### src/sv/esprank_pkg.sv
// shared types, constants and tables of the edge subset / permutation ranker
package esprank_pkg;

  localparam int GROUP_SIZE = 6;
  localparam int SLOT_COUNT = 12;
  localparam int ID_W       = 4;
  localparam int LABEL_W    = 3;
  localparam int POS_W      = 4;
  localparam int COUNT_W    = 4;
  localparam int RANK_W     = 10;
  localparam int BINOM_W    = 9;
  localparam int FACT_W     = 7;
  localparam int PERM_W     = SLOT_COUNT * ID_W;
  localparam int GROUP_W    = GROUP_SIZE * ID_W;

  localparam logic [GROUP_W-1:0] GROUP_RESET = 24'h543210;

  // stage 1 -> stage 2: per-slot first hits
  typedef struct packed {
    logic [SLOT_COUNT-1:0]              take;
    logic [SLOT_COUNT-1:0][LABEL_W-1:0] label;
    logic [SLOT_COUNT-1:0]              orient;
    logic                               bad;
  } match_t;

  // stage 2 -> stage 3: six slots in ascending order
  typedef struct packed {
    logic [GROUP_SIZE-1:0][POS_W-1:0]   pos;
    logic [GROUP_SIZE-1:0][LABEL_W-1:0] label;
    logic [GROUP_SIZE-1:0]              obits;
    logic                               bad;
  } compact_t;

  // stage 3 -> stage 4: set rank and lehmer digits
  typedef struct packed {
    logic [RANK_W-1:0]                  set_rank;
    logic [GROUP_SIZE-1:0][LABEL_W-1:0] digit;
    logic [GROUP_SIZE-1:0]              obits;
    logic                               bad;
  } rank_t;

  // final result
  typedef struct packed {
    logic [RANK_W-1:0]     slot_set_rank;
    logic [RANK_W-1:0]     order_rank;
    logic [GROUP_SIZE-1:0] orient_bits;
    logic                  invalid;
  } result_t;

  // binomial C(n, r) for n = 0..11, r = 0..7; zero elsewhere
  function automatic logic [BINOM_W-1:0] binom(input logic [POS_W-1:0] n,
                                               input logic [LABEL_W-1:0] r);
    logic [BINOM_W-1:0] row [8];
    begin
      case (n)
        4'd0:    row = '{9'd1, 9'd0, 9'd0, 9'd0, 9'd0, 9'd0, 9'd0, 9'd0};
        4'd1:    row = '{9'd1, 9'd1, 9'd0, 9'd0, 9'd0, 9'd0, 9'd0, 9'd0};
        4'd2:    row = '{9'd1, 9'd2, 9'd1, 9'd0, 9'd0, 9'd0, 9'd0, 9'd0};
        4'd3:    row = '{9'd1, 9'd3, 9'd3, 9'd1, 9'd0, 9'd0, 9'd0, 9'd0};
        4'd4:    row = '{9'd1, 9'd4, 9'd6, 9'd4, 9'd1, 9'd0, 9'd0, 9'd0};
        4'd5:    row = '{9'd1, 9'd5, 9'd10, 9'd10, 9'd5, 9'd1, 9'd0, 9'd0};
        4'd6:    row = '{9'd1, 9'd6, 9'd15, 9'd20, 9'd15, 9'd6, 9'd1, 9'd0};
        4'd7:    row = '{9'd1, 9'd7, 9'd21, 9'd35, 9'd35, 9'd21, 9'd7, 9'd1};
        4'd8:    row = '{9'd1, 9'd8, 9'd28, 9'd56, 9'd70, 9'd56, 9'd28, 9'd8};
        4'd9:    row = '{9'd1, 9'd9, 9'd36, 9'd84, 9'd126, 9'd126, 9'd84, 9'd36};
        4'd10:   row = '{9'd1, 9'd10, 9'd45, 9'd120, 9'd210, 9'd252, 9'd210, 9'd120};
        4'd11:   row = '{9'd1, 9'd11, 9'd55, 9'd165, 9'd330, 9'd462, 9'd462, 9'd330};
        default: row = '{9'd0, 9'd0, 9'd0, 9'd0, 9'd0, 9'd0, 9'd0, 9'd0};
      endcase
      binom = row[r];
    end
  endfunction

  // factorial weight of lehmer digit i: (GROUP_SIZE-1-i)!
  function automatic logic [FACT_W-1:0] fact_weight(input logic [LABEL_W-1:0] i);
    logic [FACT_W-1:0] w;
    begin
      case (i)
        3'd0:    w = 7'd120;
        3'd1:    w = 7'd24;
        3'd2:    w = 7'd6;
        3'd3:    w = 7'd2;
        3'd4:    w = 7'd1;
        3'd5:    w = 7'd1;
        default: w = 7'd0;
      endcase
      fact_weight = w;
    end
  endfunction

endpackage

### src/sv/esprank_compact.sv
// stage 2: pack the six taken slots in ascending order
module esprank_compact (
  input  logic                  clk,
  input  logic                  rst,
  input  logic                  in_valid,
  output logic                  in_ready,
  input  esprank_pkg::match_t   in_data,
  output logic                  out_valid,
  input  logic                  out_ready,
  output esprank_pkg::compact_t out_data
);
  import esprank_pkg::*;

  compact_t           data_next;
  logic [COUNT_W-1:0] cnt;

  // running count of taken slots selects the output place
  always_comb begin
    data_next = '0;
    cnt       = '0;
    for (int k = 0; k < SLOT_COUNT; k++) begin
      if (in_data.take[k]) begin
        for (int i = 0; i < GROUP_SIZE; i++) begin
          if (cnt == COUNT_W'(i)) begin
            data_next.pos[i]                  = POS_W'(k);
            data_next.label[i]                = in_data.label[k];
            data_next.obits[GROUP_SIZE-1-i]   = in_data.orient[k];
          end
        end
      end
      cnt = cnt + COUNT_W'(in_data.take[k]);
    end
    data_next.bad = in_data.bad;
  end

  assign in_ready = !out_valid || out_ready;

  // stage register
  always_ff @(posedge clk) begin
    if (rst) begin
      out_valid <= 1'b0;
    end else if (in_ready) begin
      out_valid <= in_valid;
    end
    if (in_ready && in_valid) begin
      out_data <= data_next;
    end
  end

endmodule

### config.mk
export PLATFORM = sky130hd
export DESIGN_NAME = esprank_compact
export DESIGN_NICKNAME = d
export VERILOG_FILES = /design/src/sv/esprank_pkg.sv /design/src/sv/esprank_compact.sv
export SDC_FILE = /design/constraint.sdc
export NUM_CORES = 1
export LEC_CHECK = 0
export BUFFER_PORTS_ARGS = -buffer_cell sky130_fd_sc_hd__buf_2
export CELL_PAD_IN_SITES_DETAIL_PLACEMENT = 0
export CELL_PAD_IN_SITES_GLOBAL_PLACEMENT = 2
export CORE_MARGIN = 2
export CORE_UTILIZATION = 30
export CTS_CLUSTER_DIAMETER = 200
export DETAILED_ROUTE_END_ITERATION = 6
export GPL_ROUTABILITY_DRIVEN = 0
export PLACE_DENSITY_LB_ADDON = 0.2
export SKIP_CTS_REPAIR_TIMING = 1
export SLEW_MARGIN = 20
export SYNTH_ARGS = -nofsm -noshare
export SYNTH_HDL_FRONTEND = slang
export SYNTH_SLANG_ARGS = --single-unit
export TNS_END_PERCENT = 20
### constraint.sdc
create_clock -name clk -period 6.6 [get_ports clk]
set_input_delay 0.66 -clock clk [delete_from_list [all_inputs] [get_ports clk]]
set_output_delay 0.66 -clock clk [all_outputs]
set_load 0.05 [all_outputs]
==> metrics <==
status=complete, no violations; final worst-path cycle share=0.9573; Max FO, Critical Path=8; PortBufs=115; DR pass1 iterations=5; top post-synthesis cells by area=edfxtp_1 25%, mux2i_1 6.1%, nand2_1 4.8%, nor2_1 4.8%, a21oi_1 4.6%; setup TNS=0 ns; HP Start=rst; Synth Area in Compound Gates=0.2571; register area share after synthesis=0.2518; pwr/cell area=~500 nW/um^2; crit path cell chain=buf_2, inv_1, fa_1, inv_1, ha_1, ha_1, ha_1, ha_1, ha_1, ha_1, ha_1, ha_1, ha_1, nand3b_1, nor4_1, mux2i_4, o41ai_4, buf_4, mux2_2; Total Power=approximately 3400 uW; WP buf/inv=4; non-filler cells, final=around 1.1k; Fin. Hold Viols=0; Post-Syn Area=5923 um^2; most common flop cell mapped by yosys=edfxtp_1; biggest area consumer among synthesized cells=edfxtp_1; Psw=about 1900 uW; DR vias/cell=5.705; post-synth top area share=0.2484; Iter 0 DRT Violations=slightly above 600; Nets=roughly 930; Mapped Avg Cell Area=approximately 8.1 um^2; Final Max Tran Viols=0; htree depth=2; Static Leak=0.003009 uW; Hold Path Stages=2; MaxCap Viol Count=0; antenna-violating nets left=0; sw frac=0.5422; worst r2r dst=out_data[19]$_DFFE_PP_; clock skew=~0.0043 ns; sequential share of power=0.188; Die ar.=about 21000 um^2; placed standard-cell area=6849 um^2; worst vdd ir=about 0.32 mV; largest family of logic cells by synthesized area=simple AND/OR/NAND/NOR gates; final WL=about 23 mm; Ports=around 120; fmax=between 150 and 200 MHz; slowest stage cell, crit path=fa_1; later-pin clock latency in the skew report=0.29 ns; root buf cell=clkbuf_16; initial antenna violation count=0; antenna fix cells=0; share of layout cells above drive strength 1=0.2152; # DRC=0; Max clock buf depth=2; Sink Count=50; Clock power frac=0.075; Yosys cell types=77; CTS Buf Count=5; Site Rows=roughly 50; post-synthesis mux area share=0.08555; routed len/inst=roughly 21 um; Top delay family on crit path=adder cells; core area=19400 um^2; CP required=6.65 ns; Startpoint Class=input port; reg2reg path depth=2; Inst Count DP=roughly 1.1k; RSZ-0062 raised after global routing=true; Finished Cell Area=6999 um^2; P&R area growth vs syn=18.17%; Post-synth EDFFs=49; internal power=around 1600 uW; Post-Synth XOR/XNOR Area=0.04415; CTS tree=built; Post-Synth Simple-Gate Area=0.2607; initial core utilization=0.3053; CP Class=in -> reg; FF-to-FF Start=out_valid$_SDFFE_PP0N_; DR vias=about 6.3k; Synth Area in Adders=0.04985; worst hold endpoint=out_valid$_SDFFE_PP0N_; crit end category=flop; Worst slew margin=0.2949; Synth Net Count=821; Comb power frac=0.737; die extent in y=roughly 140 um; DP Wirelength=around 19 mm; grt total ovfl=0; Most common cell on crit path=ha_1; final number of setup-violating endpoints=0; vias in the first global route=roughly 6k; Arrival @ worst endpoint=6.36 ns; FFs w/ async S/R, synth=0; worst-margin pin slew=about 1.0 ns; minimum clock period=roughly 6.3 ns; Critical Path Max Stage Delay=roughly 0.63 ns; largest net degree at the start of global routing=50; Post-Syn Instances=~730; Tightest Hold Check Type=in -> reg; yosys warns=0; reg2reg setup slack=a little over 5 ns; clk slew on worst S/H paths=0.07 ns; first-pass GRT wire length=33.92 mm; Die X=144.5 um; FF+latch count, synth=50; GRT Util Overall=0.2149
cell usage after synthesis (5+ instances only):
library cell,number
xnor2_1,8
and2_1,6
nor3_1,19
a211oi_1,18
nand4_1,18
nand2_1,75
o211ai_1,27
mux2_2,11
nand2b_1,7
nand3b_1,9
o211a_1,5
o22ai_1,9
nor2b_1,5
o22a_1,5
nor4_1,10
nor2_1,75
ha_1,22
a22oi_1,7
a21o_1,6
buf_2,10
o21ai_0,19
edfxtp_1,49
mux2i_1,36
o41ai_1,5
a41oi_1,6
or3_1,11
a31oi_1,12
clkbuf_1,26
inv_1,29
or4_1,7
a211o_1,6
a21oi_1,55
nand3_1,29
layout by cell type (no fill, tap or decap), drive strengths merged, types with 7 or more instances in the layout:
cell type	count
mux2i	37
a211oi	18
nand3b	9
buf	143
o41ai	7
nand4	18
nor4	12
nor3	19
or4	8
nor2	75
ha	22
a21oi	56
nand3	29
nand2	75
xnor2	12
a22oi	7
o22ai	9
inv	29
a31oi	12
nand2b	7
o211ai	27
or3	11
mux2	11
o21ai	20
edfxtp	49
how the worst max path moves through the flow:
stage / start / to / cells after the start
after global placement: in_data[50] / out_data[23]$_DFFE_PP_ / 19
after CTS: in_data[50] / out_data[23]$_DFFE_PP_ / 19
final: in_data[50] / out_data[23]$_DFFE_PP_ / 19
after global routing: in_data[50] / out_data[23]$_DFFE_PP_ / 19
after detailed placement: in_data[50] / out_data[23]$_DFFE_PP_ / 19
after floorplan: in_data[49] / out_data[20]$_DFFE_PP_ / 19
power by group through the flow:
stage / clock network (uW) / logic (uW) / registers, uW
global placement: 0 / 2500 / 655
detailed placement: 0 / 2510 / 656
global route: 280 / 2740 / 662
floorplan: 0 / 1330 / 1180
CTS: 264 / 2530 / 651
finish: 259 / 2540 / 648
final cells by class:
| class | count | area, um^2 |
|---|---|---|
| inverters | 29 | 108.9 |
| flip-flops and latches | 50 | 1491 |
| clock inverters | 3 | 16.27 |
| fillers | 2156 | 12400 |
| multi-input cells | 611 | 4140 |
| well taps | 265 | 331.6 |
| clock buffers | 5 | 125.1 |
| repair buffers | 143 | 785.8 |
cell families (layout without fill, tap and decap cells):
kind of cell	Yosys count	count (layout)
buffers and inverters	72	180
DFF	50	50
adders and majority gates	23	23
xor gates and xnor gates	20	20
and+or+nand+nor	303	303
AOI/OAI and AO/OA	217	217
muxes	48	48
stage by stage:
stage | hold WS, ns | utilization | setup WS [ns]
5_1_grt | 0.5212 | 0.3608 | -0.06499
4_1_cts | 0.5055 | 0.3604 | 0.2959
3_5_place_dp | 0.5147 | 0.3531 | 0.002950
6_report | 0.5124 | 0.3608 | 0.2818
2_1_floorplan | 0.7291 | - | 0.2185
3_3_place_gp | 0.4838 | 0.3531 | 0.1552
worst reg2reg max path, stage by stage, from the launching register on:
cell and delay [ns]:
dfxtp_1 0.31, nand2b_1 0.11, and2_4 0.61
state kept, by name, summed over array words and instances (netlist names):
register,flops
out_data,49
out_valid,1
metal layers:
metal,share of wire,GRT usage
met1,0.46,0.3078
met2,0.46,0.3530
met3,0.068,0.02649
met4,0.013,0.03321
met5,0,0
Note: power is estimated with default switching activity, not from simulation.
