[src/sv/esprank_pkg.sv]
// shared types, constants and tables of the edge subset / permutation ranker
package esprank_pkg;

  localparam int GROUP_SIZE = 6;
  localparam int SLOT_COUNT = 12;
  localparam int ID_W       = 4;
  localparam int LABEL_W    = 3;
  localparam int POS_W      = 4;
  localparam int COUNT_W    = 4;
  localparam int RANK_W     = 10;
  localparam int BINOM_W    = 9;
  localparam int FACT_W     = 7;
  localparam int PERM_W     = SLOT_COUNT * ID_W;
  localparam int GROUP_W    = GROUP_SIZE * ID_W;

  localparam logic [GROUP_W-1:0] GROUP_RESET = 24'h543210;

  // stage 1 -> stage 2: per-slot first hits
  typedef struct packed {
    logic [SLOT_COUNT-1:0]              take;
    logic [SLOT_COUNT-1:0][LABEL_W-1:0] label;
    logic [SLOT_COUNT-1:0]              orient;
    logic                               bad;
  } match_t;

  // stage 2 -> stage 3: six slots in ascending order
  typedef struct packed {
    logic [GROUP_SIZE-1:0][POS_W-1:0]   pos;
    logic [GROUP_SIZE-1:0][LABEL_W-1:0] label;
    logic [GROUP_SIZE-1:0]              obits;
    logic                               bad;
  } compact_t;

  // stage 3 -> stage 4: set rank and lehmer digits
  typedef struct packed {
    logic [RANK_W-1:0]                  set_rank;
    logic [GROUP_SIZE-1:0][LABEL_W-1:0] digit;
    logic [GROUP_SIZE-1:0]              obits;
    logic                               bad;
  } rank_t;

  // final result
  typedef struct packed {
    logic [RANK_W-1:0]     slot_set_rank;
    logic [RANK_W-1:0]     order_rank;
    logic [GROUP_SIZE-1:0] orient_bits;
    logic                  invalid;
  } result_t;

  // binomial C(n, r) for n = 0..11, r = 0..7; zero elsewhere
  function automatic logic [BINOM_W-1:0] binom(input logic [POS_W-1:0] n,
                                               input logic [LABEL_W-1:0] r);
    logic [BINOM_W-1:0] row [8];
    begin
      case (n)
        4'd0:    row = '{9'd1, 9'd0, 9'd0, 9'd0, 9'd0, 9'd0, 9'd0, 9'd0};
        4'd1:    row = '{9'd1, 9'd1, 9'd0, 9'd0, 9'd0, 9'd0, 9'd0, 9'd0};
        4'd2:    row = '{9'd1, 9'd2, 9'd1, 9'd0, 9'd0, 9'd0, 9'd0, 9'd0};
        4'd3:    row = '{9'd1, 9'd3, 9'd3, 9'd1, 9'd0, 9'd0, 9'd0, 9'd0};
        4'd4:    row = '{9'd1, 9'd4, 9'd6, 9'd4, 9'd1, 9'd0, 9'd0, 9'd0};
        4'd5:    row = '{9'd1, 9'd5, 9'd10, 9'd10, 9'd5, 9'd1, 9'd0, 9'd0};
        4'd6:    row = '{9'd1, 9'd6, 9'd15, 9'd20, 9'd15, 9'd6, 9'd1, 9'd0};
        4'd7:    row = '{9'd1, 9'd7, 9'd21, 9'd35, 9'd35, 9'd21, 9'd7, 9'd1};
        4'd8:    row = '{9'd1, 9'd8, 9'd28, 9'd56, 9'd70, 9'd56, 9'd28, 9'd8};
        4'd9:    row = '{9'd1, 9'd9, 9'd36, 9'd84, 9'd126, 9'd126, 9'd84, 9'd36};
        4'd10:   row = '{9'd1, 9'd10, 9'd45, 9'd120, 9'd210, 9'd252, 9'd210, 9'd120};
        4'd11:   row = '{9'd1, 9'd11, 9'd55, 9'd165, 9'd330, 9'd462, 9'd462, 9'd330};
        default: row = '{9'd0, 9'd0, 9'd0, 9'd0, 9'd0, 9'd0, 9'd0, 9'd0};
      endcase
      binom = row[r];
    end
  endfunction

  // factorial weight of lehmer digit i: (GROUP_SIZE-1-i)!
  function automatic logic [FACT_W-1:0] fact_weight(input logic [LABEL_W-1:0] i);
    logic [FACT_W-1:0] w;
    begin
      case (i)
        3'd0:    w = 7'd120;
        3'd1:    w = 7'd24;
        3'd2:    w = 7'd6;
        3'd3:    w = 7'd2;
        3'd4:    w = 7'd1;
        3'd5:    w = 7'd1;
        default: w = 7'd0;
      endcase
      fact_weight = w;
    end
  endfunction

endpackage

[src/sv/esprank_match.sv]
// stage 1: find the first slot holding each group piece
module esprank_match (
  input  logic                             clk,
  input  logic                             rst,
  input  logic [esprank_pkg::GROUP_W-1:0]  group_pieces,
  input  logic                             in_valid,
  output logic                             in_ready,
  input  logic [esprank_pkg::PERM_W-1:0]   edge_perm,
  input  logic [esprank_pkg::SLOT_COUNT-1:0] edge_orient,
  output logic                             out_valid,
  input  logic                             out_ready,
  output esprank_pkg::match_t              out_data
);
  import esprank_pkg::*;

  match_t                data_next;
  logic [GROUP_SIZE-1:0] seen;
  logic [GROUP_SIZE-1:0] hit;
  logic                  dup;

  // repeated ids in the group make the set unrankable
  always_comb begin
    dup = 1'b0;
    for (int a = 0; a < GROUP_SIZE; a++) begin
      for (int b = a + 1; b < GROUP_SIZE; b++) begin
        if (group_pieces[ID_W*a +: ID_W] == group_pieces[ID_W*b +: ID_W]) dup = 1'b1;
      end
    end
  end

  // scan slots in ascending order, first occurrence wins
  always_comb begin
    data_next = '0;
    seen      = '0;
    hit       = '0;
    for (int k = 0; k < SLOT_COUNT; k++) begin
      hit = '0;
      for (int i = 0; i < GROUP_SIZE; i++) begin
        if (edge_perm[ID_W*k +: ID_W] == group_pieces[ID_W*i +: ID_W] && !seen[i]) begin
          hit[i] = 1'b1;
        end
      end
      seen = seen | hit;
      data_next.take[k] = |hit;
      for (int i = 0; i < GROUP_SIZE; i++) begin
        if (hit[i]) data_next.label[k] = LABEL_W'(i);
      end
    end
    data_next.orient = edge_orient;
    data_next.bad    = dup || !(&seen);
  end

  assign in_ready = !out_valid || out_ready;

  // stage register
  always_ff @(posedge clk) begin
    if (rst) begin
      out_valid <= 1'b0;
    end else if (in_ready) begin
      out_valid <= in_valid;
    end
    if (in_ready && in_valid) begin
      out_data <= data_next;
    end
  end

endmodule

[config.mk]
export PLATFORM = sky130hd
export DESIGN_NAME = esprank_match
export DESIGN_NICKNAME = d
export VERILOG_FILES = /design/src/sv/esprank_pkg.sv /design/src/sv/esprank_match.sv
export SDC_FILE = /design/constraint.sdc
export NUM_CORES = 1
export LEC_CHECK = 0
export ABC_AREA = 1
export BUFFER_PORTS_ARGS = -buffer_cell sky130_fd_sc_hd__buf_2
export CORE_MARGIN = 2
export CORE_UTILIZATION = 41
export DETAILED_ROUTE_END_ITERATION = 16
export HOLD_SLACK_MARGIN = 0.03
export PLACE_DENSITY_LB_ADDON = 0.12
export SYNTH_ARGS = -nofsm -noshare
export SYNTH_HDL_FRONTEND = slang
export SYNTH_SLANG_ARGS = --single-unit
export TNS_END_PERCENT = 10
[constraint.sdc]
create_clock -name clk -period 8 [get_ports clk]
set_input_delay 0.4 -clock clk [delete_from_list [all_inputs] [get_ports clk]]
set_output_delay 0.4 -clock clk [all_outputs]
set_load 0.05 [all_outputs]
==> results.yml, run 1 <==
logic_synthesis:
  syn_area_um2: 8040
  postSynthCellCount: 1046
  synth_nets: 1134
  yosysSeqAreaShare: 0.230
  yosys_warnings: 0
  ys_ff_latch: 62
  avgSynthCellArea_um2: 7.69
  synth_cell_types: 45
power_and_ir_drop:
  p_per_area_nw_per_um2: 155
  p_leak_nw: 3.90
  power_w: 0.00134
  ir_drop_mv: 0.0887
clock_network:
  cts_resized: 0
  post_cts_buffers: 0
  cts_buffers: 9
  cts_max_path_buffers: 2
  insertion_delay_ns: 0.32
  path_clk_slew_ns: 0.05
  cts.sinks: 62
  cts_hold_repair.buffers: 0
  h-tree-depth: 3
  cts-root-buf: "clkbuf_16"
  cts_tree: "yes"
sta:
  fin_hold_ws_ns: 0.230
  relSlewSlack: 0.502
  worst_pin_slew_ns: 0.747
  hold_viol: 0
  fin_skew_ns: 0.00363
  fin_crit_sh: 0.298
  finalSetupViolCount: 0
  fmax_mhz: 420
  min_period_ns: 2.38
  finalMaxSlewViolations: 0
  rsz0062_at_grt: "false"
  setup_tns_ns: 0
  fin_ws_ns: 5.62
global_route:
  antenna_found_initial: 0
  grt_max_degree: 62
  grt_pass1_vias: 6138
  grtUsageTotal: 0.231
  overflow: 0
  grt_pass1_wl_um: 36400
drt:
  ant_nets: 0
  wire_per_inst_um: 17.4
  drt-initial-drc-count: 398
  vias: 6824
  drc_errors: 0
  drtPass1Iterations: 5
  drt-vias-per-instance: 4.94
  drt-total-wl_um: 24000
setup_path:
  r2r_end: "out_data[1]$_DFFE_PP_"
  crit_arrival_ns: 2.45
  worstReg2RegStart: "out_valid$_SDFFE_PP0N_"
  path_depth: 11
  critical_path.slowest_cell: "nor3_1"
  cp_cell_sequence: "buf_2, xnor2_1, inv_1, nor3_1, nor3_2, nand4_1, nor2_1, nand3b_1, o21ai_0, nor2_1, nand2_1"
  cp_max_fo: 18
  critical_path_class: "primary input to flop"
  worst-r2r-cell-count: 2
  crit_family: "simple AND/OR/NAND/NOR gates"
  cpPeakStageDelay_ns: 0.55
  critPathRequiredTime_ns: 8.07
  r2r_slack_ns: 6.52
  crit_top_cell: "nor2_1"
  crit_buf_inv: 2
  start_kind: "primary input"
  end_kind: "flop"
place:
  port_buffers: 150
  gp_congestion: 0.859
  dp_slack_ns: 5.36
  hpwl_um: 17800
  place_inst: 1366
worst_hold_path:
  hold_class: "primary input to flop"
  min_path_cells: 2
  worstHoldStart: "rst"
  min_to: "out_valid$_SDFFE_PP0N_"
floorplanning:
  die_area_um2: 20700
  boundaryPins: 151
  dieHeight_um: 144
  rows: 51
  fp.dieW_um: 144
  core-area_um2: 19300
  initial_utilization: 0.416
final_layout:
  final_cell_mix: "nand2_1 (216), xnor2_1 (200), buf_2 (150), xor2_1 (98), nor2_1 (81)"
  drive_gt1_frac: 0.205
  mostFrequentLayoutCell: "nand2_1"
  fillerInstances: 2018
  num_antenna_cells: 0
  final_cells: 1380
  syn_to_final_growth_pct: 8.23
  final_nets: 1200
flow_run:
  max-cap-violations: 0
status:
  status: "finished, final reports clean"
-- how the worst max path moves through the flow --
stage,from,end,slack (ns)
finish,group_pieces[0],out_data[59]$_DFFE_PP_,5.62
global route,group_pieces[15],out_data[0]$_DFFE_PP_,5.42
CTS,group_pieces[15],out_data[58]$_DFFE_PP_,5.70
detailed placement,group_pieces[15],out_data[58]$_DFFE_PP_,5.36
global placement,group_pieces[15],out_data[58]$_DFFE_PP_,5.36
floorplan,out_valid$_SDFFE_PP0N_,out_data[0]$_DFFE_PP_,3.95
-- per-layer routing --
layer	GRT usage	up-vias	part of all wire	routed length, um
li1	-	3425	-	-
met1	0.339	3126	0.48	11500
met3	0.0331	22	0.075	1800
met5	0	-	0	0
met4	0.0501	0	0.011	263
met2	0.361	251	0.43	10400
-- flip-flops by register name, indices dropped and copies added (netlist names) --
register	flops
out_valid	1
out_data	61
-- stage by stage --
stage | utilization | area, um2
after floorplan | - | 8040
after global placement | 0.436 | 8420
after detailed placement | 0.436 | 8420
after CTS | 0.450 | 8700
after global routing | 0.450 | 8700
final | 0.450 | 8700
-- cell usage after synthesis, drive strengths merged --
cell type	instances	share of area
a221oi	1	0.0011
a21oi	17	0.011
nand2	230	0.11
o21ai	3	0.0019
and3	5	0.0039
nor4	5	0.0065
a211oi	1	0.00093
nor3	18	0.012
and2	2	0.0016
o22ai	1	0.00078
nand4	71	0.065
clkinv	2	0.0012
o32ai	1	0.0011
clkbuf	11	0.0051
nand3	31	0.020
nand3b	11	0.011
dfxtp	1	0.0025
xor2	100	0.11
or2	12	0.0093
or3	4	0.0031
xnor2	200	0.22
nor2	92	0.049
nor3b	3	0.0028
inv	74	0.035
buf	85	0.084
edfxtp	61	0.23
nand2b	4	0.0031
-- report_power, final --
part | internal, W | switching [W] | total, W
sequential | 0.000398 | 0.00000666 | 0.000405
combinational | 0.000187 | 0.000394 | 0.000581
clock | 0.000235 | 0.000124 | 0.000359
total | 0.000819 | 0.000525 | 0.00134
-- logic make-up after synthesis --
group / Yosys count / synth area share
AO/OA/AOI/OAI: 24 / 0.0163
XOR/XNOR: 300 / 0.329
buffers and inverters: 172 / 0.125
flip-flops: 62 / 0.230
AND/OR/NAND/NOR: 488 / 0.300
-- cell type report --
class                      instances  area (um2)  area share
multi-input combinational        812        5190       0.597
sequential                        62        1850       0.213
timing repair buffer             151         758      0.0871
tap                              265         332      0.0381
inverter                          76         288      0.0331
clock buffer                       9         225      0.0259
clock inverter                     5        52.6     0.00604
Note: power is estimated with default switching activity, not from simulation.
==> inputs of run 2 (changes only) <==
clock period = 1.96 ns   (was 8 ns; I/O delays follow)
==> results.yml, run 2 (synthesized netlist as in run 1, its figures left out) <==
power_and_ir_drop:
  ir_drop_mv: 0.476
  p_per_area_nw_per_um2: 606
  p_leak_nw: 4.34
clock_network:
  path_clk_slew_ns: 0.05
  cts_max_path_buffers: 2
  h-tree-depth: 3
  insertion_delay_ns: 0.32
  cts.sinks: 62
  cts-root-buf: "clkbuf_16"
  cts_buffers: 9
  cts_tree: "yes"
drt:
  drtPass1Iterations: 4
  ant_nets: 0
  drt-vias-per-instance: 4.82
  drc_errors: 0
  vias: 7027
  wire_per_inst_um: 16.7
  drt-initial-drc-count: 407
  drt-total-wl_um: 24300
final_layout:
  num_antenna_cells: 0
  regArea_um2: 1850
  mostFrequentLayoutCell: "nand2_1"
  fillerInstances: 1986
  largest_register_ffs: 61
  syn_to_final_growth_pct: 18.3
  reg.largest.list: "out_data (61), out_valid (1)"
  top_register: "out_data"
  drive_gt1_frac: 0.247
  design_area_um2: 9510
  multi_input_area_um2: 5190
  final_cell_mix: "nand2_1 (216), xnor2_1 (200), buf_2 (150), xor2_1 (98), nor2_1 (81)"
  final_nets: 1275
global_route:
  antenna_found_initial: 0
  overflow: 0
  grt_max_degree: 62
  grt_pass1_wl_um: 36500
  grtUsageTotal: 0.232
  grt.met1_usage: 0.347
  grtUsageMet3: 0.0228
  gr-usage-met2: 0.363
  top_usage_layer: "met2"
  grt_pass1_vias: 6306
sta:
  rsz0062_at_grt: "false"
  setup_tns_ns: 0
  fmax_mhz: 591
  relSlewSlack: 0.700
  min_period_ns: 1.69
  fin_skew_ns: 0.00673
  fin_crit_sh: 0.863
  finalSetupViolCount: 0
  fin_ws_ns: 0.268
  worst_pin_slew_ns: 0.446
  finalMaxSlewViolations: 0
  hold_viol: 0
setup_path:
  cp_max_fo: 12
  start_kind: "primary input"
  crit_buf_inv: 2
  crit_family: "simple AND/OR/NAND/NOR gates"
  critPathRequiredTime_ns: 2.03
  crit_arrival_ns: 1.76
  critical_path.slowest_cell: "buf_4"
  cpPeakStageDelay_ns: 0.32
  cp_cell_sequence: "buf_2, buf_4, xnor2_1, nand3_1, o21ai_0, nor3_1, nand4_1, nor2_1, nand2_1, nor2_1, nand2_1"
  critical_path_class: "primary input to flop"
  end_kind: "flop"
status:
  status: "finished, final reports clean"
place:
  dp_slack_ns: -0.0262
  hpwl_um: 19000
  port_buffers: 150
  placed_area_um2: 9080
  gp_congestion: 0.918
floorplanning:
  die_area_um2: 20700
  core-area_um2: 19300
  initial_utilization: 0.416
  fp.dieW_um: 144
  rows: 51
  boundaryPins: 151
  dieHeight_um: 144
flow_run:
  max-cap-violations: 0
worst_hold_path:
  hold_class: "primary input to flop"
run 2: cell count changes in the layout (fill, tap and decap cells not counted), moves of 2 or more:
cell | previous run | this run
buf_12 | 0 | 15
dlygate4sd3_1 | 0 | 13
buf_4 | 1 | 48
clkbuf_1 | 0 | 2
clkinv_1 | 2 | 0
run 2: power breakdown:
group / switching (W) / internal (W)
sequential: 0.0000252 / 0.00162
combinational: 0.00164 / 0.000917
clock: 0.000534 / 0.00102
run 2: stage by stage:
stage,instances,hold slack (ns),power (W),utilization
after detailed placement,1428,0.248,0.00421,0.469
final,1457,0.0791,0.00577,0.492
after global placement,1428,0.253,0.00419,0.469
after floorplan,1046,0.160,0.00363,-
after CTS,1457,0.0739,0.00580,0.492
after global routing,1457,0.104,0.00608,0.492
run 2: cell type report:
type	instances	share of cell area
tap	265	0.0349
clock inverter	4	0.00579
multi-input combinational	812	0.546
inverter	76	0.0303
timing repair buffer	226	0.162
clock buffer	12	0.0259
sequential	62	0.195
run 2: tightest hold or removal path: stages:
cell and delay, ns:
buf_2 0.07, inv_1 0.06, nand2_1 0.07, a21oi_1 0.06
run 2: path summary, 6_finish.rpt:
| path | end | start | depth (start not counted) | slack [ns] |
|---|---|---|---|---|
| max | out_data[0]$_DFFE_PP_ | group_pieces[20] | 11 | 0.27 |
| min | out_valid$_SDFFE_PP0N_ | out_ready | 4 | 0.08 |
| max reg2reg | out_data[2]$_DFFE_PP_ | out_valid$_SDFFE_PP0N_ | 2 | 0.84 |
| min reg2reg | out_valid$_SDFFE_PP0N_ | out_valid$_SDFFE_PP0N_ | 2 | 0.50 |
run 2: metal layers:
layer / up-vias / part of all wire
met5: - / 0
met2: 207 / 0.44
met1: 3226 / 0.49
met3: 15 / 0.059
met4: 0 / 0.011
li1: 3579 / -
run 2: timing repair:
action                                  in CTS  in global routing
endpoints found under the setup margin       0                  0
hold buffers                                13                  0
hold endpoints to repair                    13                  0
setup buffers                                0                  0
resized for setup                            0                  0
==> inputs of run 3 (changes only) <==
CAP_MARGIN = 20   (was unset)
CELL_PAD_IN_SITES_DETAIL_PLACEMENT = 2   (was unset)
CELL_PAD_IN_SITES_GLOBAL_PLACEMENT = 2   (was unset)
CORE_UTILIZATION = 30   (was 41)
==> results.yml, run 3 (synthesized netlist as in run 1, its figures left out) <==
global_route:
  overflow: 0
  grt_pass1_vias: 8227
  grt_max_degree: 62
  grtUsageMet3: 0.0189
  grt_pass1_wl_um: 49100
  grtUsageTotal: 0.227
  top_usage_layer: "met2"
  gr-usage-met2: 0.371
  grt.met1_usage: 0.330
  antenna_found_initial: 0
flow_run:
  max-cap-violations: 0
sta:
  fmax_mhz: 553
  relSlewSlack: 0.667
  hold_viol: 0
  finalMaxSlewViolations: 0
  finalSetupViolCount: 0
  fin_crit_sh: 0.922
  min_period_ns: 1.81
  worst_pin_slew_ns: 0.496
  rsz0062_at_grt: "false"
  fin_skew_ns: 0.00451
place:
  gp_congestion: 0.859
  hpwl_um: 26100
  placed_area_um2: 9590
  port_buffers: 150
power_and_ir_drop:
  internal_power_w: 0.00348
  p_leak_nw: 4.60
  p_comb_frac: 0.475
  power_w: 0.00584
  seq_power_share: 0.283
  ir_drop_mv: 0.353
  p_per_area_nw_per_um2: 585
  clkPwrFrac: 0.241
  switchingPower_w: 0.00236
  p_sw_frac: 0.405
floorplanning:
  dieHeight_um: 168
  rows: 59
  initial_utilization: 0.307
  core-area_um2: 26200
  die_area_um2: 28100
  fp.dieW_um: 168
  boundaryPins: 151
final_layout:
  mostFrequentLayoutCell: "nand2_1"
  largest_register_ffs: 61
  top_register: "out_data"
  fillerInstances: 3074
  final_cell_mix: "nand2_1 (216), xnor2_1 (200), buf_2 (150), buf_4 (112), xor2_1 (98)"
  drive_gt1_frac: 0.284
  num_antenna_cells: 0
  final_nets: 1336
  design_area_um2: 9980
  reg.largest.list: "out_data (61), out_valid (1)"
  syn_to_final_growth_pct: 24.2
drt:
  vias: 7556
  drc_errors: 0
  drt-initial-drc-count: 314
  drtPass1Iterations: 4
  ant_nets: 0
  drt-total-wl_um: 31400
  drt-vias-per-instance: 4.76
  wire_per_inst_um: 19.8
clock_network:
  cts.sinks: 62
  cts-root-buf: "clkbuf_16"
  h-tree-depth: 3
  path_clk_slew_ns: 0.06
  cts_tree: "yes"
  insertion_delay_ns: 0.33
  cts_max_path_buffers: 2
  cts_buffers: 9
setup_path:
  critical_path_class: "primary input to flop"
  cp_max_fo: 8
  critical_path.slowest_cell: "or2_2"
  cpPeakStageDelay_ns: 0.28
  crit_buf_inv: 3
  end_kind: "flop"
  cp_cell_sequence: "buf_2, buf_4, buf_4, or2_2, a21oi_1, nand3_1, nand4_2, nor2_4, nand2b_1, nand2_1, nor2_1, nand2_1"
  crit_family: "simple AND/OR/NAND/NOR gates"
  critPathRequiredTime_ns: 2.04
  crit_arrival_ns: 1.89
  start_kind: "primary input"
worst_hold_path:
  hold_class: "primary input to flop"
status:
  status: "finished, final reports clean"
run 3: cell types whose count changed in the layout (fill, tap and decap cells not counted), sizes merged:
cell	change
inv	-1
clkbuf	-2
clkinv	+3
buf	+61
clkinvlp	+1
bufinv	-1
run 3: worst paths after layout:
path / from / end / slack, ns / cells past startpoint
max: group_pieces[12] / out_data[58]$_DFFE_PP_ / 0.15 / 12
min: out_ready / out_valid$_SDFFE_PP0N_ / 0.12 / 4
max reg2reg: out_valid$_SDFFE_PP0N_ / out_data[15]$_SDFFCE_PP1P_ / 0.78 / 2
min reg2reg: out_valid$_SDFFE_PP0N_ / out_valid$_SDFFE_PP0N_ / 0.53 / 2
run 3: metrics by stage:
step	cells	utilization	worst slack (ns)	hold slack, ns	TNS (ns)
floorplan	1046	-	0.0457	0.160	0
global placement	1559	0.366	-0.0798	0.255	-0.527
detailed placement	1559	0.366	-0.189	0.277	-1.62
CTS	1588	0.381	0.137	0.106	0
global route	1588	0.381	0.0210	0.143	0
finish	1588	0.381	0.152	0.123	0
run 3: power by group through the flow:
stage	combinational, W	clock (W)	sequential [W]
2_1_floorplan	0.00151	0	0.00212
3_3_place_gp	0.00269	0	0.00167
3_5_place_dp	0.00277	0	0.00168
4_1_cts	0.00280	0.00145	0.00166
5_1_grt	0.00303	0.00149	0.00167
6_report	0.00278	0.00141	0.00165
run 3: cell type report:
cell class                 count  area (um2)  share of cell area
multi-input combinational    812        5190               0.520
timing repair buffer         287        1960               0.197
sequential                    62        1850               0.186
tap                          335         419              0.0420
inverter                      76         288              0.0288
clock buffer                  10         229              0.0229
clock inverter                 6        38.8             0.00389
run 3: worst reg2reg max path, delay by kind of cell, from the launching register on:
kind / cells / cell delay (ns)
compound gates: 1 / 0.16
flops: 1 / 0.33
buf+inv: 1 / 0.32
run 3: per-layer routing:
layer,vias up,part of all wire
met2,146,0.45
met3,21,0.033
li1,3705,-
met4,0,0.0095
met1,3684,0.51
met5,-,0
run 3: timing repair:
item | in CTS | in global routing
buffers inserted | 0 | 0
gates resized for setup | 0 | 0
hold buffers | 13 | 0
hold endpoints to repair | 13 | 0
