<file path="config.mk">
export PLATFORM = sky130hd
export DESIGN_NAME = esprank_sum
export DESIGN_NICKNAME = d
export VERILOG_FILES = /design/src/sv/esprank_pkg.sv /design/src/sv/esprank_sum.sv
export SDC_FILE = /design/constraint.sdc
export NUM_CORES = 1
export LEC_CHECK = 0
export BUFFER_PORTS_ARGS = -buffer_cell sky130_fd_sc_hd__buf_2
export CAP_MARGIN = 20
export CELL_PAD_IN_SITES_DETAIL_PLACEMENT = 0
export CELL_PAD_IN_SITES_GLOBAL_PLACEMENT = 1
export CORE_UTILIZATION = 42
export CTS_CLUSTER_SIZE = 8
export DETAILED_ROUTE_END_ITERATION = 12
export GPL_ROUTABILITY_DRIVEN = 0
export PLACE_DENSITY_LB_ADDON = 0.1
export RECOVER_POWER = 50
export SLEW_MARGIN = 20
export SYNTH_ARGS = -nofsm -noshare
export SYNTH_HDL_FRONTEND = slang
export SYNTH_SLANG_ARGS = --single-unit
</file>
<file path="constraint.sdc">
create_clock -name clk -period 5.7 [get_ports clk]
set_input_delay 0.285 -clock clk [delete_from_list [all_inputs] [get_ports clk]]
set_output_delay 0.285 -clock clk [all_outputs]
set_load 0.02 [all_outputs]
</file>
<file path="src/sv/esprank_pkg.sv">
// shared types, constants and tables of the edge subset / permutation ranker
package esprank_pkg;

  localparam int GROUP_SIZE = 6;
  localparam int SLOT_COUNT = 12;
  localparam int ID_W       = 4;
  localparam int LABEL_W    = 3;
  localparam int POS_W      = 4;
  localparam int COUNT_W    = 4;
  localparam int RANK_W     = 10;
  localparam int BINOM_W    = 9;
  localparam int FACT_W     = 7;
  localparam int PERM_W     = SLOT_COUNT * ID_W;
  localparam int GROUP_W    = GROUP_SIZE * ID_W;

  localparam logic [GROUP_W-1:0] GROUP_RESET = 24'h543210;

  // stage 1 -> stage 2: per-slot first hits
  typedef struct packed {
    logic [SLOT_COUNT-1:0]              take;
    logic [SLOT_COUNT-1:0][LABEL_W-1:0] label;
    logic [SLOT_COUNT-1:0]              orient;
    logic                               bad;
  } match_t;

  // stage 2 -> stage 3: six slots in ascending order
  typedef struct packed {
    logic [GROUP_SIZE-1:0][POS_W-1:0]   pos;
    logic [GROUP_SIZE-1:0][LABEL_W-1:0] label;
    logic [GROUP_SIZE-1:0]              obits;
    logic                               bad;
  } compact_t;

  // stage 3 -> stage 4: set rank and lehmer digits
  typedef struct packed {
    logic [RANK_W-1:0]                  set_rank;
    logic [GROUP_SIZE-1:0][LABEL_W-1:0] digit;
    logic [GROUP_SIZE-1:0]              obits;
    logic                               bad;
  } rank_t;

  // final result
  typedef struct packed {
    logic [RANK_W-1:0]     slot_set_rank;
    logic [RANK_W-1:0]     order_rank;
    logic [GROUP_SIZE-1:0] orient_bits;
    logic                  invalid;
  } result_t;

  // binomial C(n, r) for n = 0..11, r = 0..7; zero elsewhere
  function automatic logic [BINOM_W-1:0] binom(input logic [POS_W-1:0] n,
                                               input logic [LABEL_W-1:0] r);
    logic [BINOM_W-1:0] row [8];
    begin
      case (n)
        4'd0:    row = '{9'd1, 9'd0, 9'd0, 9'd0, 9'd0, 9'd0, 9'd0, 9'd0};
        4'd1:    row = '{9'd1, 9'd1, 9'd0, 9'd0, 9'd0, 9'd0, 9'd0, 9'd0};
        4'd2:    row = '{9'd1, 9'd2, 9'd1, 9'd0, 9'd0, 9'd0, 9'd0, 9'd0};
        4'd3:    row = '{9'd1, 9'd3, 9'd3, 9'd1, 9'd0, 9'd0, 9'd0, 9'd0};
        4'd4:    row = '{9'd1, 9'd4, 9'd6, 9'd4, 9'd1, 9'd0, 9'd0, 9'd0};
        4'd5:    row = '{9'd1, 9'd5, 9'd10, 9'd10, 9'd5, 9'd1, 9'd0, 9'd0};
        4'd6:    row = '{9'd1, 9'd6, 9'd15, 9'd20, 9'd15, 9'd6, 9'd1, 9'd0};
        4'd7:    row = '{9'd1, 9'd7, 9'd21, 9'd35, 9'd35, 9'd21, 9'd7, 9'd1};
        4'd8:    row = '{9'd1, 9'd8, 9'd28, 9'd56, 9'd70, 9'd56, 9'd28, 9'd8};
        4'd9:    row = '{9'd1, 9'd9, 9'd36, 9'd84, 9'd126, 9'd126, 9'd84, 9'd36};
        4'd10:   row = '{9'd1, 9'd10, 9'd45, 9'd120, 9'd210, 9'd252, 9'd210, 9'd120};
        4'd11:   row = '{9'd1, 9'd11, 9'd55, 9'd165, 9'd330, 9'd462, 9'd462, 9'd330};
        default: row = '{9'd0, 9'd0, 9'd0, 9'd0, 9'd0, 9'd0, 9'd0, 9'd0};
      endcase
      binom = row[r];
    end
  endfunction

  // factorial weight of lehmer digit i: (GROUP_SIZE-1-i)!
  function automatic logic [FACT_W-1:0] fact_weight(input logic [LABEL_W-1:0] i);
    logic [FACT_W-1:0] w;
    begin
      case (i)
        3'd0:    w = 7'd120;
        3'd1:    w = 7'd24;
        3'd2:    w = 7'd6;
        3'd3:    w = 7'd2;
        3'd4:    w = 7'd1;
        3'd5:    w = 7'd1;
        default: w = 7'd0;
      endcase
      fact_weight = w;
    end
  endfunction

endpackage

</file>
<file path="src/sv/esprank_sum.sv">
// stage 4: weight the lehmer digits and form the result
module esprank_sum (
  input  logic                 clk,
  input  logic                 rst,
  input  logic                 in_valid,
  output logic                 in_ready,
  input  esprank_pkg::rank_t   in_data,
  output logic                 out_valid,
  input  logic                 out_ready,
  output esprank_pkg::result_t out_data
);
  import esprank_pkg::*;

  result_t           data_next;
  logic [RANK_W-1:0] ord;

  // digit times factorial weight, zero fields when unrankable
  always_comb begin
    ord = '0;
    for (int i = 0; i < GROUP_SIZE; i++) begin
      ord = ord + RANK_W'(in_data.digit[i]) * RANK_W'(fact_weight(LABEL_W'(i)));
    end
    data_next.invalid       = in_data.bad;
    data_next.slot_set_rank = in_data.bad ? '0 : in_data.set_rank;
    data_next.order_rank    = in_data.bad ? '0 : ord;
    data_next.orient_bits   = in_data.bad ? '0 : in_data.obits;
  end

  assign in_ready = !out_valid || out_ready;

  // output register
  always_ff @(posedge clk) begin
    if (rst) begin
      out_valid <= 1'b0;
    end else if (in_ready) begin
      out_valid <= in_valid;
    end
    if (in_ready && in_valid) begin
      out_data <= data_next;
    end
  end

endmodule

</file>
==> summary.txt, run 1 <==
Run status
  – Status: finished with violations
  – Failing checks: design-rule violations

STA
  – Post-Route Setup TNS: 0 ns
  – RSZ-0062 raised after global routing: no
  – Fmax: 293 MHz
  – Worst hold margin: about 0.17 ns
  – Final max-slew violation count: 0
  – Clock Skews: 0.00544 ns
  – Crit path time final: 3.41 ns
  – Slew HR: between 10% and 20%
  – Final setup fails: 0
  – Final-report hold violation count: 0
  – Final worst path period share: roughly 60%
  – Worst-Margin Slew: about 1.2 ns

Floorplan
  – Die H: a little over 70 um
  – Die Width: between 70 and 80 um
  – Initial Utilization: 44.6%
  – Die Area: roughly 5000 um^2
  – Row count: 24
  – # IOs: 68
  – Core ar.: 4470 um^2

Pwr
  – Switching portion of total power: between 30% and 40%
  – Switching power: 263 uW
  – Clk network pwr share: 14.1%
  – Sequential share of power: 37.2%
  – Comb pwr share: around 49%
  – Internal: 464 uW
  – Power Density: between 300 and 400 nW/um^2
  – Worst vdd ir: 111 uV
  – Leak: 0.00108 uW

Clocking
  – PostCTS Resize Cnt: 0
  – Clk buf depth: 2
  – CTS Buf Count: 3
  – TritonCTS clock tree: built
  – Reg clk slew, reported paths: 0.08 ns
  – CTS HTree Levels: 1
  – Post-CTS Hold Buffers: 0
  – Sink Count: 28
  – Clock Tree Root: clkbuf_8
  – Post-CTS setup buffer count: 0
  – Worst skew pair latency: 0.26 ns

Cells and area
  – Area delta synth->final: 19.4%
  – Nets: 309
  – Layout cell share with drive strength beyond 1: about 22%
  – Fin area: 2380 um^2
  – N_diodes: 0
  – Finished Core Util: a little over half

Synth
  – Yosys cell types: 29
  – Compound-cell area share of the yosys netlist: roughly 6.7%
  – Synth area leader: edfxtp_1
  – Flops & latches, synth: 28
  – Syn Inst Count: around 160
  – Largest family of logic cells by synthesized area: adder cells
  – Post-synthesis mux area share: 0%
  – Post-Synth Adder-Cell Area: 30.3%
  – Post-synthesis sequential area ratio: 41.6%
  – Post-Synth Simple-Gate Area: 11.4%
  – Xor/xnor share of the synthesized area: a little under 4%
  – Mapped Area: 2000 um^2
  – Mapped Nets: between 200 and 250
  – Mean Syn Cell Area: 12.4 um^2
  – Post-synth top area share: 40.6%
  – Yosys warns: 0
  – Top cells by area, synth: edfxtp_1 (41%), ha_1 (16%), fa_1 (14%)

Route
  – WL final: 3230 um
  – Vias per inst: 4.72
  – DRC: 7
  – Iteration-0 DRC count of the detailed router: 36
  – Detailed-route wire length per cell: between 10 and 15 um
  – Via count: 1,326
  – TritonRoute pass-1 iters: 7
  – Routed Antenna Nets: 0

Worst hold path
  – Worst min path class: input pin to flop

Flow run
  – Max Cap Violations: 0

Placed design
  – Hpwl dp: 2620 um
  – IO Port Bufs: 67
  – Dpl cell area: 2370 um^2

Global route
  – Largest net degree at the start of global routing: 32
  – Initial antenna violation count: 0
  – Number of global-route vias before repair: 1,359
  – First-pass GRT wire length: 5630 um
  – GR Util All Layers: ~14%
  – Total grt overflow: 0

Setup path
  – Crit path max fanout: 4
  – Slowest-stage cell, CP: fa_1
  – Max incr delay on CP: 0.60 ns
  – Critical path startpoint category: input pin
  – Crit. End Element: flop
  – CP Buf/Inv Count: 3
  – CP Cell Sequence: buf_2, fa_1, ha_1, inv_1, fa_1, inv_1, ha_1, ha_1, ha_1, a21oi_1, o21ai_0, a41oi_2, xnor2_1, nor2_1
  – Crit path arrival time: 3.39 ns
  – Setup CP Type: input pin to flop
  – Most frequent CP cell: ha_1
  – Top cell family by delay on the critical path: adder cells
  – Req. time, crit path: around 5.7 ns
layer usage:
layer	wire length, um	global-route usage, %	up-vias	share of wire (%)
met2	1590	26.0	42	49
met4	29	4.67	0	0.90
met5	0	0	-	0
met1	1450	16.5	607	45
li1	-	-	675	-
met3	166	1.57	2	5.1
cell type report:
cell class	count	area, um^2
Clock buffer	4	45.0
Fill cell	431	2090
Inverter	24	90.1
Multi-Input combinational cell	106	1050
Sequential cell	28	831
Tap cell	52	65.1
Timing Repair Buffer	67	305
layout by cell type, fill, tap and decap left out, types with 7 or more instances in the layout:
cell type and instances:
buf_2 43, inv_1 24, xnor2_1 7, edfxtp_1 27
ha_1 26, fa_1 14, clkbuf_1 25, nor2b_1 20
nor2_1 7, a21oi_1 7
registers in the layout, summed over array words and instances (netlist names):
signal     flops
out_data      27
out_valid      1
path summary, 6_finish.rpt:
check                               from                          to  slack, ns  cells past startpoint
setup / recovery              in_data[7]  out_data[16]$_SDFFCE_PP0P_       2.29                     14
hold / removal                       rst      out_valid$_SDFFE_PP0N_       0.17                      2
setup reg to reg  out_valid$_SDFFE_PP0N_  out_data[24]$_SDFFCE_PP0P_       4.39                      2
hold reg to reg   out_valid$_SDFFE_PP0N_      out_valid$_SDFFE_PP0N_       0.51                      2
power groups by stage:
| stage | Combinational (uW) | Sequential [uW] | Clock, uW |
|---|---|---|---|
| 2_1_floorplan | 236 | 311 | 0 |
| 3_3_place_gp | 352 | 274 | 0 |
| 3_5_place_dp | 362 | 275 | 0 |
| 4_1_cts | 364 | 270 | 107 |
| 5_1_grt | 401 | 273 | 114 |
| 6_report | 354 | 270 | 103 |
metrics by stage:
| step | cells | total power [uW] | setup slack [ns] |
|---|---|---|---|
| 2_1_floorplan | 161 | 547 | 2.42 |
| 3_3_place_gp | 277 | 626 | 2.18 |
| 3_5_place_dp | 277 | 636 | 2.05 |
| 4_1_cts | 281 | 741 | 2.34 |
| 5_1_grt | 281 | 788 | 2.12 |
| 6_report | 281 | 727 | 2.29 |
Yosys cell counts:
cell,instances
nor4b_1,2
or3b_1,1
nor2_1,7
clkbuf_1,1
fa_1,14
buf_6,1
a211oi_1,1
o311ai_1,1
dfxtp_1,1
edfxtp_1,27
nand2b_1,2
a21oi_1,7
inv_1,24
nor4bb_1,1
nor2b_1,20
and2_1,1
buf_8,1
a41oi_2,1
o21bai_1,1
nor3_1,2
a21o_2,1
xor2_1,2
a21o_1,3
ha_1,26
nand2_1,1
a211oi_2,1
o21ai_0,3
nor3b_1,1
xnor2_1,7
cells by family (layout without fill, tap and decap cells):
kind of cell,count (synthesis),count (layout)
buffers and inverters,27,95
adders and majority gates,40,40
AOI/OAI and AO/OA,19,19
and+or+nand+nor,38,38
xor gates and xnor gates,9,9
DFF,28,28
(Power assumes the default switching activity.)
==> run 2: changes to the inputs <==
--- a/config.mk
+++ b/config.mk
@@ -5,11 +5,12 @@
 export SDC_FILE = /design/constraint.sdc
 export NUM_CORES = 1
 export LEC_CHECK = 0
+export ABC_AREA = 1
 export BUFFER_PORTS_ARGS = -buffer_cell sky130_fd_sc_hd__buf_2
 export CAP_MARGIN = 20
 export CELL_PAD_IN_SITES_DETAIL_PLACEMENT = 0
 export CELL_PAD_IN_SITES_GLOBAL_PLACEMENT = 1
-export CORE_UTILIZATION = 42
+export CORE_UTILIZATION = 38
 export CTS_CLUSTER_SIZE = 8
 export DETAILED_ROUTE_END_ITERATION = 12
 export GPL_ROUTABILITY_DRIVEN = 0
==> constraint.sdc (replaced) <==
create_clock -name clk -period 3.3 [get_ports clk]
set_input_delay 0.165 -clock clk [delete_from_list [all_inputs] [get_ports clk]]
set_output_delay 0.165 -clock clk [all_outputs]
set_load 0.02 [all_outputs]
==> summary.txt, run 2 <==
Run status
  – Status: finished clean

Setup path
  – Setup CP Type: input pin to flop
  – Req. time, crit path: about 3.3 ns
  – Crit path arrival time: around 3.1 ns
  – Reg-to-reg slack, setup: 2.16 ns
  – Critical path startpoint category: input pin
  – R2r startpoint: out_valid$_SDFFE_PP0N_
  – Crit path max fanout: 4
  – Crit. End Element: flop
  – Worst Reg2Reg Path Length in Cells: 2
  – R2R Path End: out_data[15]$_SDFFCE_PP0P_

Route
  – DRC: 0
  – Via count: 1,482
  – WL final: 3430 um
  – Routed Antenna Nets: 0
  – Detailed-route wire length per cell: 9.86 um
  – Vias per inst: about 4.3
  – TritonRoute pass-1 iters: 6
  – Iteration-0 DRC count of the detailed router: 42

Floorplan
  – Core ar.: 5110 um^2
  – Row count: 26
  – Die H: 75.0 um
  – Die Width: approximately 75 um
  – Initial Utilization: 39.6%
  – Die Area: 5620 um^2
  – # IOs: 68

STA
  – Fmax: between 300 and 400 MHz
  – Final setup fails: 0
  – Post-Route Setup TNS: 0 ns
  – Final max-slew violation count: 0
  – Crit path time final: just over 3 ns
  – Final worst path period share: 91.5%
  – Slew HR: between 40 and 50%
  – Clock Skews: 0.00661 ns
  – RSZ-0062 raised after global routing: no
  – Final-report hold violation count: 0
  – Worst-Margin Slew: roughly 0.9 ns
  – Worst hold margin: 0.0367 ns

Synth
  – Synth area leader: edfxtp_1
  – Top-count cell post-synth: inv_1
  – Flops & latches, synth: 28
  – Yosys warns: 0
  – Mean Syn Cell Area: 9.77 um^2
  – Syn Inst Count: 207
  – Async set-reset flop share out of synthesis: 0%
  – Mapped Area: 2020 um^2
  – Post-synth top area share: 40.1%
  – Commonest cells in the netlist: inv_1 (53), nor2_1 (31), edfxtp_1 (27)
  – Primary FF master, synth: edfxtp_1
  – Top cells by area, synth: edfxtp_1 (40%), ha_1 (16%), fa_1 (14%)
  – EDFF count, synth: 27
  – Post-synthesis sequential area ratio: 41.1%
  – Mapped Nets: 286
  – Yosys cell types: 17

Pwr
  – Power Density: between 500 and 600 nW/um^2
  – Leak: 0.00129 uW
  – Worst vdd ir: 192 uV
  – Pwr Total: 1290 uW

Placed design
  – IO Port Bufs: 67
  – DP Cell Count: 344
  – Hpwl dp: 2810 um

Cells and area
  – Most common cell after layout, fill and taps aside: inv_1
  – N_diodes: 0
  – Commonest non-fill, non-tap cells in the layout: inv_1 (53), buf_2 (43), nor2_1 (31), edfxtp_1 (27), ha_1 (26)
  – Top flop regs: out_data x27, out_valid x1
  – Top reg by flops: out_data
  – Nets: 358
  – Area delta synth->final: 23.5%
  – Post-Layout Cell Count: 348
  – Largest register FFs: 27
  – Layout cell share with drive strength beyond 1: 18.0%

Worst hold path
  – Worst min path class: input pin to flop
  – Hold path cells: 2
  – Hold EP: out_valid$_SDFFE_PP0N_
  – Min-delay src: rst

Global route
  – First-pass GRT wire length: around 5500 um
  – Number of global-route vias before repair: 1,348
  – GR Util All Layers: 12.8%
  – Initial antenna violation count: 0
  – Total grt overflow: 0
  – Largest net degree at the start of global routing: 28

Clocking
  – Worst skew pair latency: 0.27 ns
  – Sink Count: 28
  – PostCTS Resize Cnt: 0
  – Reg clk slew, reported paths: approximately 0.090 ns
  – Clock Tree Root: clkbuf_8
  – Clk buf depth: 2
  – CTS HTree Levels: 1
  – Post-CTS setup buffer count: 0
  – CTS Buf Count: 3
  – TritonCTS clock tree: built
  – Post-CTS Hold Buffers: 0

Flow run
  – Max Cap Violations: 0
run 2: cell types whose count changed in the layout (fill, tap and decap cells not counted), sizes merged, moves of 5 or more:
cell / previous run / this run
inv: 24 / 53
nor2: 7 / 31
nand2: 1 / 23
nor2b: 20 / 0
nand3: 0 / 8
xnor2: 7 / 2
run 2: cell families (layout without fill, tap and decap cells):
group                      count (synthesis)  count (layout)  synth area share (%)
DFF                                       28              28                  41.1
xor gates and xnor gates                   4               4                  1.73
buffers and inverters                     55             126                  10.2
adders and majority gates                 40              40                  29.9
AOI/OAI and AO/OA                         12              12                  3.09
and+or+nand+nor                           68              68                  14.0
run 2: cell type report:
class	instances	area (um^2)
clock inverters	1	30.0
well taps	70	87.6
clock buffers	3	41.3
repair buffers	69	320
flip-flops and latches	28	831
inverters	53	199
fillers	523	2610
multi-input cells	124	990
run 2: layer usage:
metal / up-vias / routed length [um] / global-route usage (%)
met5: - / 0 / 0
met4: 0 / 40 / 6.29
li1: 778 / - / -
met2: 43 / 1610 / 22.7
met1: 659 / 1560 / 15.8
met3: 2 / 220 / 0.803
run 2: worst max-delay path by stage:
| stage | startpoint | to | depth (start not counted) | slack, ns |
|---|---|---|---|---|
| 2_1_floorplan | in_data[7] | out_data[16]$_SDFFCE_PP0P_ | 14 | 0.25 |
| 3_3_place_gp | in_data[7] | out_data[16]$_SDFFCE_PP0P_ | 15 | 0.03 |
| 3_5_place_dp | in_data[7] | out_data[16]$_SDFFCE_PP0P_ | 15 | -0.02 |
| 4_1_cts | in_data[7] | out_data[16]$_SDFFCE_PP0P_ | 15 | 0.27 |
| 5_1_grt | in_data[7] | out_data[16]$_SDFFCE_PP0P_ | 16 | 0.03 |
| 6_report | in_data[7] | out_data[16]$_SDFFCE_PP0P_ | 15 | 0.28 |
run 2: metrics by stage:
step	instance area [um^2]	util, %	worst slack [ns]
global route	2500	48.9	0.0330
CTS	2530	49.5	0.267
global placement	2460	48.1	0.0336
floorplan	2020	-	0.254
finish	2500	48.9	0.281
detailed placement	2460	48.1	-0.0173
run 2: report_power, final:
| part | switching (uW) | internal [uW] | leakage [uW] |
|---|---|---|---|
| combinational | 349 | 222 | 0.000981 |
| clock | 101 | 162 | 0.0000357 |
| sequential | 10.4 | 449 | 0.000277 |
run 2: critical path, stage by stage:
cell     delay [ns]
buf_2          0.12
fa_1           0.58
ha_1           0.18
inv_1          0.06
fa_1           0.40
xnor2_1        0.15
ha_1           0.30
ha_1           0.30
ha_1           0.35
nand2_1        0.09
inv_1          0.04
a21oi_1        0.12
nand2_1        0.08
nor2_1         0.08
nor2_1         0.05
==> run 3: changes to the inputs <==
--- a/config.mk
+++ b/config.mk
@@ -7,7 +7,7 @@
 export LEC_CHECK = 0
 export ABC_AREA = 1
 export BUFFER_PORTS_ARGS = -buffer_cell sky130_fd_sc_hd__buf_2
-export CAP_MARGIN = 20
+export CAP_MARGIN = 40
 export CELL_PAD_IN_SITES_DETAIL_PLACEMENT = 0
 export CELL_PAD_IN_SITES_GLOBAL_PLACEMENT = 1
 export CORE_UTILIZATION = 38
@@ -16,6 +16,7 @@
 export GPL_ROUTABILITY_DRIVEN = 0
 export PLACE_DENSITY_LB_ADDON = 0.1
 export RECOVER_POWER = 50
+export SETUP_SLACK_MARGIN = 0.4
 export SLEW_MARGIN = 20
 export SYNTH_ARGS = -nofsm -noshare
 export SYNTH_HDL_FRONTEND = slang
==> summary.txt, run 3 (same netlist as run 2, synthesis figures left out) <==
Run status
  – Status: finished clean

Cells and area
  – Most common cell after layout, fill and taps aside: inv_1
  – N_diodes: 0
  – Area delta synth->final: 29.5%
  – Finished Core Util: about half
  – Nets: 358
  – Commonest non-fill, non-tap cells in the layout: inv_1 (51), buf_2 (41), nor2_1 (30), edfxtp_1 (27), clkbuf_1 (25)
  – Largest register FFs: 27
  – Layout cell share with drive strength beyond 1: 25.5%
  – Top reg by flops: out_data
  – Fin area: between 2000 and 3000 um^2
  – Top flop regs: out_data x27, out_valid x1

Route
  – Routed Antenna Nets: 0
  – Iteration-0 DRC count of the detailed router: between 50 and 60
  – DRC: 0
  – WL final: 3590 um
  – TritonRoute pass-1 iters: 4
  – Vias per inst: 4.27
  – Detailed-route wire length per cell: 10.3 um
  – Via count: 1,487

STA
  – Clock Skews: 0.00252 ns
  – Post-Route Setup TNS: 0 ns
  – Worst-Margin Slew: 0.913 ns
  – Final max-slew violation count: 0
  – Slew HR: 39.1%
  – Final worst path period share: between 80% and 90%
  – Final-report hold violation count: 0
  – Fmax: 343 MHz
  – RSZ-0062 raised after global routing: yes
  – Final setup fails: 0
  – Crit path time final: 2.92 ns

Setup path
  – Crit path max fanout: 4
  – CP Buf/Inv Count: 2
  – Setup CP Type: input pin to flop
  – Top cell family by delay on the critical path: adder cells
  – Max incr delay on CP: 0.59 ns
  – Req. time, crit path: approximately 3.3 ns
  – Slowest-stage cell, CP: fa_1
  – Crit path arrival time: 2.95 ns
  – Crit. End Element: flop
  – CP Cell Sequence: buf_8, fa_1, ha_2, inv_2, fa_2, xnor2_2, ha_1, ha_4, ha_4, nand2_2, nor2_1, nand3_1, nand2_2, nand2_1, nand2_1, nor2_1
  – Critical path startpoint category: input pin

Global route
  – First-pass GRT wire length: 5660 um
  – GR Util All Layers: a little over an eighth
  – Number of global-route vias before repair: 1,303
  – Initial antenna violation count: 0
  – Total grt overflow: 0
  – Largest net degree at the start of global routing: 28

Clocking
  – Worst skew pair latency: between 0.2 and 0.3 ns
  – CTS Buf Count: 3
  – Sink Count: 28
  – Clock Tree Root: clkbuf_8
  – Reg clk slew, reported paths: 0.09 ns
  – Clk buf depth: 2
  – TritonCTS clock tree: built
  – CTS HTree Levels: 1

Floorplan
  – Die Area: 5620 um^2
  – Row count: 26
  – # IOs: 68
  – Die Width: 75.0 um
  – Die H: around 75 um
  – Initial Utilization: 39.6%
  – Core ar.: 5110 um^2

Worst hold path
  – Worst min path class: input pin to flop

Placed design
  – IO Port Bufs: 67
  – Dpl cell area: 2520 um^2
  – Hpwl dp: 2910 um

Pwr
  – Power Density: 530 nW/um^2
  – Worst vdd ir: 219 uV
  – Leak: 0.00130 uW
  – Pwr Total: between 1000 and 1500 uW

Flow run
  – Max Cap Violations: 0
## run 3: cell types whose count changed in the layout (fill, tap and decap cells not counted), moves of 3 or more
cell / before / now
a21oi_2: 1 / 4
ha_1: 26 / 18
nand2_1: 23 / 20
ha_4: 0 / 6
a21oi_1: 9 / 6
## run 3: layout make-up
cell class	count	area, um^2
tap	70	87.6
timing repair buffer	69	337
clock buffer	4	45.0
fill	518	2490
inverter	53	199
sequential	28	831
multi-input combinational	124	1120
## run 3: where the power goes
group / internal [uW] / switching, uW
registers: 449 / 11.0
clock network: 86.3 / 95.9
logic: 327 / 418
total: 863 / 525
## run 3: repair_timing
action                                  in CTS  in global routing
hold endpoints to repair                     0                  0
hold buffers                                 0                  0
endpoints found under the setup margin       0                  4
buffers inserted                             0                  1
resized for setup                            0                 21
## run 3: worst reg2reg max path, cell delays in order, from the launching register on
cell     delay [ns]
dfxtp_1        0.33
a21oi_2        0.13
buf_4          0.33
## run 3: worst paths after layout
kind                     startpoint                    endpoint  slack [ns]  cells past startpoint
min                             rst      out_valid$_SDFFE_PP0N_        0.04                      2
max reg2reg  out_valid$_SDFFE_PP0N_  out_data[20]$_SDFFCE_PP0P_        2.18                      2
max                      in_data[7]  out_data[16]$_SDFFCE_PP0P_        0.38                     16
min reg2reg  out_valid$_SDFFE_PP0N_      out_valid$_SDFFE_PP0N_        0.50                      2
## run 3: metal layers
metal / vias up / global-route usage [%] / routed length (um)
met5: - / 0 / 0
met4: 0 / 6.29 / 58
met3: 4 / 1.20 / 219
met2: 43 / 21.9 / 1640
met1: 660 / 17.6 / 1670
li1: 780 / - / -
## run 3: per-stage QoR
stage / cells / hold WS (ns) / setup WS, ns
after global routing: 348 / 0.0410 / 0.274
after CTS: 347 / 0.0312 / 0.400
after detailed placement: 343 / 0.324 / 0.113
after global placement: 343 / 0.321 / 0.145
final: 348 / 0.0403 / 0.382
after floorplan: 207 / 0.234 / 0.402
